==> src/lpst_pkg.sv <==
// ---------------------------------------------------------------------------
// lpst_pkg
// shared widths, constants and types for the line phase slot tracker
// ---------------------------------------------------------------------------
package lpst_pkg;

  localparam int DEFAULT_NUM_SLOTS = 8;

  localparam int KEY_W  = 16;
  localparam int PX_W   = 16;
  localparam int COL_W  = 8;
  localparam int ADV_W  = 8;
  localparam int GEN_W  = 8;
  localparam int CB_W   = 8;
  localparam int SLOT_OUT_W = 3;
  // low bits of a phase sum that reach bits [10:3]
  localparam int OFF_W  = 11;

  // s_axis_tdata: 80 bits, m_axis_tdata: 51 bits padded to 56
  localparam int IN_TDATA_W  = 80;
  localparam int OUT_TDATA_W = 56;
  localparam int OUT_PAD_W   = OUT_TDATA_W - (PX_W + COL_W + SLOT_OUT_W + PX_W + COL_W);

  localparam logic [KEY_W-1:0] KEY_MASK          = 16'hFFF0;
  localparam logic [GEN_W-1:0] GEN_MAX           = 8'd255;
  localparam logic [ADV_W-1:0] DEFAULT_ADV_RESET = 8'd12;

  typedef struct packed {
    logic [ADV_W-1:0] adv;
    logic [COL_W-1:0] cur_col;
    logic [CB_W-1:0]  cbase;
    logic [KEY_W-1:0] key;
  } in_item_t;

endpackage

==> src/line_phase_slot_tracker_unit.sv <==
// ---------------------------------------------------------------------------
// line_phase_slot_tracker_unit
// slot table that follows the pixel phase of text lines; while results drain, one glyph per cycle
// ---------------------------------------------------------------------------
// a taken input is held in the input register, then in the result register
// throughput: one glyph per cycle while results drain, set by the read-modify-write
//   of the slot table between the input register and the result register
// reset (rst, synchronous, active high): all slots and the generation counter
//   clear to zero, default_advance returns to 12, both stages go empty
module line_phase_slot_tracker_unit #(
  parameter int NUM_SLOTS = lpst_pkg::DEFAULT_NUM_SLOTS
) (
  input  logic                             clk,
  input  logic                             rst,
  // default_advance register
  input  logic                             cfg_we,
  input  logic [lpst_pkg::ADV_W-1:0]       cfg_wdata,
  // glyph request stream
  input  logic                             s_axis_tvalid,
  output logic                             s_axis_tready,
  // tile_base[15:0], cursor_row[23:16], cursor_col[31:24], cursor_tile_row[39:32],
  // template_addr_low[55:40], cbase[63:56], cursor_tile_col[71:64],
  // advance[79:72]
  input  logic [lpst_pkg::IN_TDATA_W-1:0]  s_axis_tdata,
  // result stream
  output logic                             m_axis_tvalid,
  input  logic                             m_axis_tready,
  // start_px[15:0], base_tile_col[23:16], slot_index[26:24], end_px[42:27],
  // new_cursor_tile_col[50:43], zero fill[55:51]
  output logic [lpst_pkg::OUT_TDATA_W-1:0] m_axis_tdata,
  // hit[0]
  output logic [0:0]                       m_axis_tuser
);

  import lpst_pkg::*;

  localparam int IDX_W = (NUM_SLOTS > 1) ? $clog2(NUM_SLOTS) : 1;

  // slot table, all in flip-flops
  logic [KEY_W-1:0] slot_key      [NUM_SLOTS];
  logic [PX_W-1:0]  slot_px       [NUM_SLOTS];
  logic [COL_W-1:0] slot_base_col [NUM_SLOTS];
  logic [ADV_W-1:0] slot_prev_adv [NUM_SLOTS];
  logic [GEN_W-1:0] slot_gen      [NUM_SLOTS];
  logic [CB_W-1:0]  slot_cbase    [NUM_SLOTS];
  logic [GEN_W-1:0] gen_count;
  logic [ADV_W-1:0] default_advance;

  // input stage
  in_item_t         in_item;
  in_item_t         item_q;
  logic             in_valid;
  logic             proc;

  // result stage
  logic             out_valid;
  logic [PX_W-1:0]  out_start_px;
  logic [COL_W-1:0] out_base_col;
  logic [SLOT_OUT_W-1:0] out_slot;
  logic             out_hit;
  logic [PX_W-1:0]  out_end_px;
  logic [COL_W-1:0] out_new_col;

  // lookup and update
  logic [NUM_SLOTS-1:0] match;
  logic             hit_any;
  logic [IDX_W-1:0] hit_idx;
  logic [IDX_W-1:0] victim_idx;
  logic [GEN_W-1:0] victim_gen;
  logic [IDX_W-1:0] sel;
  logic [PX_W-1:0]  sel_px;
  logic [COL_W-1:0] sel_base;
  logic [ADV_W-1:0] sel_last;
  logic [ADV_W-1:0] prev_adv;
  logic [OFF_W-1:0] step_sum;
  logic [COL_W-1:0] expect_col;
  logic             broken;
  logic [PX_W-1:0]  px_eff;
  logic [COL_W-1:0] base_eff;
  logic [PX_W-1:0]  end_px;
  logic [OFF_W-1:0] off_sum;
  logic [COL_W-1:0] new_col;
  logic [GEN_W-1:0] gen_next;

  // line key and field unpack
  always_comb begin
    in_item.key = s_axis_tdata[15:0]
                ^ {s_axis_tdata[23:16], 8'h00}
                ^ {4'h0, s_axis_tdata[31:24], 4'h0}
                ^ {8'h00, s_axis_tdata[39:32]}
                ^ (s_axis_tdata[55:40] & KEY_MASK);
    in_item.cbase   = s_axis_tdata[63:56];
    in_item.cur_col = s_axis_tdata[71:64];
    in_item.adv     = s_axis_tdata[79:72];
  end

  // the held item moves on whenever the result register is free or drains
  assign proc          = in_valid && (!out_valid || m_axis_tready);
  assign s_axis_tready = !in_valid || !out_valid || m_axis_tready;

  always_ff @(posedge clk) begin
    if (rst) begin
      in_valid <= 1'b0;
    end else if (s_axis_tready) begin
      in_valid <= s_axis_tvalid;
    end
  end

  always_ff @(posedge clk) begin
    if (s_axis_tvalid && s_axis_tready) begin
      item_q <= in_item;
    end
  end

  always_ff @(posedge clk) begin
    if (rst) begin
      default_advance <= DEFAULT_ADV_RESET;
    end else if (cfg_we) begin
      default_advance <= cfg_wdata;
    end
  end

  // parallel match on key and char base, lowest index wins
  always_comb begin
    for (int i = 0; i < NUM_SLOTS; i++) begin
      match[i] = (slot_key[i] == item_q.key) && (slot_cbase[i] == item_q.cbase);
    end
    hit_any = |match;
    hit_idx = '0;
    for (int i = NUM_SLOTS - 1; i >= 0; i--) begin
      if (match[i]) begin
        hit_idx = IDX_W'(i);
      end
    end
  end

  // replacement victim: oldest generation strictly below the max, first on a tie,
  // slot 0 when every slot sits at the max
  always_comb begin
    victim_gen = GEN_MAX;
    victim_idx = '0;
    for (int i = 0; i < NUM_SLOTS; i++) begin
      if (slot_gen[i] < victim_gen) begin
        victim_gen = slot_gen[i];
        victim_idx = IDX_W'(i);
      end
    end
  end

  always_comb begin
    sel      = hit_any ? hit_idx : victim_idx;
    sel_px   = slot_px[sel];
    sel_base = slot_base_col[sel];
    sel_last = slot_prev_adv[sel];
    prev_adv = (sel_last != '0) ? sel_last : default_advance;

    // continuity check: only bits [10:3] of the phase sum reach the column
    step_sum   = sel_px[OFF_W-1:0] + {{(OFF_W-ADV_W){1'b0}}, prev_adv} - OFF_W'(1);
    expect_col = sel_base + step_sum[OFF_W-1:3];
    broken     = (item_q.cur_col <= sel_base) || (item_q.cur_col != expect_col);

    if (hit_any && (sel_px != '0) && !broken) begin
      // line run continues
      px_eff   = sel_px;
      base_eff = sel_base;
    end else begin
      // new run: miss, zero phase, or a broken run
      px_eff   = '0;
      base_eff = item_q.cur_col;
    end

    end_px   = px_eff + {{(PX_W-ADV_W){1'b0}}, item_q.adv};
    // wraps at 11 bits, so a zero sum gives all ones in bits [10:3]
    off_sum  = end_px[OFF_W-1:0] + {{(OFF_W-ADV_W){1'b0}}, item_q.adv} - OFF_W'(1);
    new_col  = base_eff + off_sum[OFF_W-1:3];
    gen_next = gen_count + GEN_W'(1);
  end

  // slot table update
  always_ff @(posedge clk) begin
    if (rst) begin
      for (int i = 0; i < NUM_SLOTS; i++) begin
        slot_key[i]       <= '0;
        slot_px[i]        <= '0;
        slot_base_col[i]  <= '0;
        slot_prev_adv[i]  <= '0;
        slot_gen[i]       <= '0;
        slot_cbase[i]     <= '0;
      end
      gen_count <= '0;
    end else if (proc) begin
      gen_count           <= gen_next;
      slot_gen[sel]       <= gen_next;
      slot_px[sel]        <= end_px;
      slot_base_col[sel]  <= base_eff;
      slot_prev_adv[sel]  <= item_q.adv;
      if (!hit_any) begin
        slot_key[sel]   <= item_q.key;
        slot_cbase[sel] <= item_q.cbase;
      end
    end
  end

  // result register
  always_ff @(posedge clk) begin
    if (rst) begin
      out_valid <= 1'b0;
    end else if (proc) begin
      out_valid <= 1'b1;
    end else if (m_axis_tready) begin
      out_valid <= 1'b0;
    end
  end

  always_ff @(posedge clk) begin
    if (proc) begin
      out_start_px <= px_eff;
      out_base_col <= base_eff;
      out_slot     <= SLOT_OUT_W'(sel);
      out_hit      <= hit_any;
      out_end_px   <= end_px;
      out_new_col  <= new_col;
    end
  end

  assign m_axis_tvalid = out_valid;
  assign m_axis_tdata  = {{OUT_PAD_W{1'b0}}, out_new_col, out_end_px, out_slot,
                          out_base_col, out_start_px};
  assign m_axis_tuser  = out_hit;

endmodule

==> config.mk <==
export PLATFORM = sky130hd
export DESIGN_NAME = line_phase_slot_tracker_unit
export DESIGN_NICKNAME = d
export VERILOG_FILES = /design/src/lpst_pkg.sv /design/src/line_phase_slot_tracker_unit.sv
export SDC_FILE = /design/constraint.sdc
export NUM_CORES = 1
export LEC_CHECK = 0
export BUFFER_PORTS_ARGS = -buffer_cell sky130_fd_sc_hd__buf_2
export CAP_MARGIN = 20
export CORE_UTILIZATION = 62
export CTS_CLUSTER_DIAMETER = 120
export DETAILED_ROUTE_END_ITERATION = 16
export PLACE_DENSITY_LB_ADDON = 0.2
export REMOVE_ABC_BUFFERS = 1
export SYNTH_ARGS = -nofsm -noshare
export SYNTH_HDL_FRONTEND = slang
export SYNTH_SLANG_ARGS = --single-unit
export TNS_END_PERCENT = 5
==> constraint.sdc <==
create_clock -name clk -period 31 [get_ports clk]
set_input_delay 3.1 -clock clk [delete_from_list [all_inputs] [get_ports clk]]
set_output_delay 3.1 -clock clk [all_outputs]
set_load 0.05 [all_outputs]
==> flow_summary.ini <==
[status]
status = complete, no violations

[setup_path]
end_kind = flip-flop
cp_data_required_time_ns = 31.36
startpoint_type = flip-flop
crit_path_top_delay_cell = xnor2_1
cp_common_cell = a21oi_1
max_stage_delay_ns = 0.84
worstSetupPathType = flip-flop to flip-flop
cp.arrival_ns = 28.36
r2r_setup_slack_ns = 3.00
cp_max_fo = 44

[pwr]
power_density_nw_per_um2 = 87.1
total_power_mw = 3.04
leakage_nw = 14.0
peakVddDrop_uv = 115

[layout]
synthToLayoutAreaGrowth_pct = 11.0
drive_gt1_frac = 0.125
fin_util = 0.697
mostFrequentLayoutCell = edfxtp_1
final_cell_mix = edfxtp_1, nor2_1, and2_1
layout.nets = 2977
diodes = 0
n_fill_cell = 3514

[job]
cap_violations = 0

[global_route]
grt_max_degree = 53
antenna_found_initial = 0
overflow = 0
grt_pass1_wl_mm = 119
grt_pass1_vias = 20900
grt.total_usage = 0.311

[route]
drtIter0Drc = 2245
routed-via-count = 21200
antenna_left = 0
firstDrtPassIters = 8
wirelength_mm = 79.9
drc_errors = 0
wl_per_cell_um = 22.8
vias_per_cell = 6.06

[timing]
period_share = 0.903
period_needed_ns = 28.00
skew_ns = 0.0292
worst_pin_slew_ns = 1.09
fin_ws_ns = 3.00
max_clock_freq_mhz = 35.7
worst_slew_margin_rel = 0.266
hold_violations = 0
finalMaxSlewViolations = 0
final-setup-viol-count = 0
rsz0062_at_grt = false
holdWs_ns = 0.496
setup_tns_ns = 0

[floorplan]
die_w_um = 227
die_h_um = 227
std_cell_rows = 82
core_um2 = 50100
initial_core_util = 0.628
fp.dieArea_um2 = 51600
io_pins = 152

[synthesis]
synthFlopType = edfxtp_1
synth_edf_count = 604
netlist_top_cells_area = edfxtp_1, nor2_1, xnor2_1
synthCells = 2657
ys_warn_count = 0
synth_seq_area_share = 0.588
syn_avg_cell_area_um2 = 11.8
ys_ff_latch = 622
ys_async_sr_fraction = 0
synth_top_area_share = 0.577
synth.cell_area_um2 = 31400
yosys.area.top_type = edfxtp_1
ys_types = 90

[placement]
portBuffers = 142
place_hpwl_mm = 48.7
dp_slack_ns = 3.44
gp_congestion = 0.854

[clock_network]
path_clk_slew_ns = 0.06
post_cts_buffers = 0
cts_tree = built
hold_buffers = 0
clkSinkCount = 622
cts_root_buffer = clkbuf_16
cts_resized = 0
cts-buffers-inserted = 66
cts_htree_levels = 3
clk_latency_ns = 0.61
cts_max_path_buffers = 3

[hold_path]
min-delay-path-class = flip-flop to flip-flop
==> flip-flops by register name, summed over array words and instances, names as in the netlist <==
signal / count
default_advance: 8
gen_count: 8
in_valid: 1
item_q: 40
m_axis_tuser: 1
m_axis_tvalid: 1
out_base_col: 8
out_end_px: 16
out_new_col: 8
out_slot: 3
out_start_px: 16
slot_base_col: 64
slot_cbase: 64
slot_gen: 64
slot_key: 128
slot_prev_adv: 64
slot_px: 128
==> cell usage after synthesis, drive strengths merged, types with 18 or more instances <==
library cell,instances
a21oi,93
and2,201
and3,27
dfxtp,18
ha,104
a22oi,28
nor4,32
a21o,28
buf,43
nor3,40
mux2i,107
nand4,36
nand3,36
xor2,136
edfxtp,604
nand2,79
o21ai,41
nor2,423
xnor2,155
inv,109
clkbuf,111
==> kinds of logic after synthesis <==
| group | count (synthesis) | synth area share |
|---|---|---|
| AND/OR/NAND/NOR | 937 | 0.145 |
| flip-flops | 622 | 0.588 |
| AO/OA/AOI/OAI | 305 | 0.0666 |
| XOR/XNOR | 291 | 0.0815 |
| buffers and inverters | 274 | 0.0350 |
| multiplexers | 119 | 0.0400 |
| adder cells (fa/ha/maj) | 108 | 0.0436 |
| other | 1 | 0.000119 |
==> path summary, 6_finish.rpt <==
path	startpoint	endpoint	cells after the start
worst max-delay path	slot_gen[1][6]	out_new_col[7]	111
worst min-delay path	gen_count[1]	gen_count[1]	2
worst max register to register	slot_gen[1][6]	out_new_col[7]	111
worst min register to register	gen_count[1]	gen_count[1]	2
==> worst max-delay path: cells and delay by family, from the launching register on <==
kind / cells / cell delay, ns
AO/OA/AOI/OAI: 50 / 12.59
XOR/XNOR: 7 / 1.73
adder cells (fa/ha/maj): 14 / 4.44
buffers and inverters: 13 / 2.83
flip-flops: 1 / 0.40
multiplexers: 1 / 0.35
AND/OR/NAND/NOR: 26 / 5.30
==> cell type report <==
| cell class | count | area (um2) | area share |
|---|---|---|---|
| timing repair buffer | 202 | 1170 | 0.0334 |
| clock inverter | 33 | 264 | 0.00756 |
| inverter | 120 | 452 | 0.0129 |
| clock buffer | 86 | 1770 | 0.0507 |
| multi-input combinational | 1765 | 11900 | 0.341 |
| sequential | 622 | 18500 | 0.530 |
| tap | 672 | 841 | 0.0241 |
==> power by group <==
group / internal, mW / switching (mW)
combinational: 0.507 / 0.761
sequential: 0.982 / 0.0326
clock: 0.430 / 0.329
total: 1.92 / 1.12
==> layer usage <==
metal | GRT usage | up-vias | wire length (um)
met5 | 0 | - | 0
met4 | 0.142 | 0 | 3380
met3 | 0.0450 | 221 | 6520
met2 | 0.524 | 1034 | 38900
met1 | 0.400 | 10300 | 31000
li1 | - | 9621 | -
==> stage by stage <==
step	cell area, um2	cells
6_report	34900	3500
3_3_place_gp	32800	3375
5_1_grt	34900	3500
2_1_floorplan	30800	2507
3_5_place_dp	32800	3375
4_1_cts	34900	3494
No activity file was read; power rests on OpenSTA's default activity.
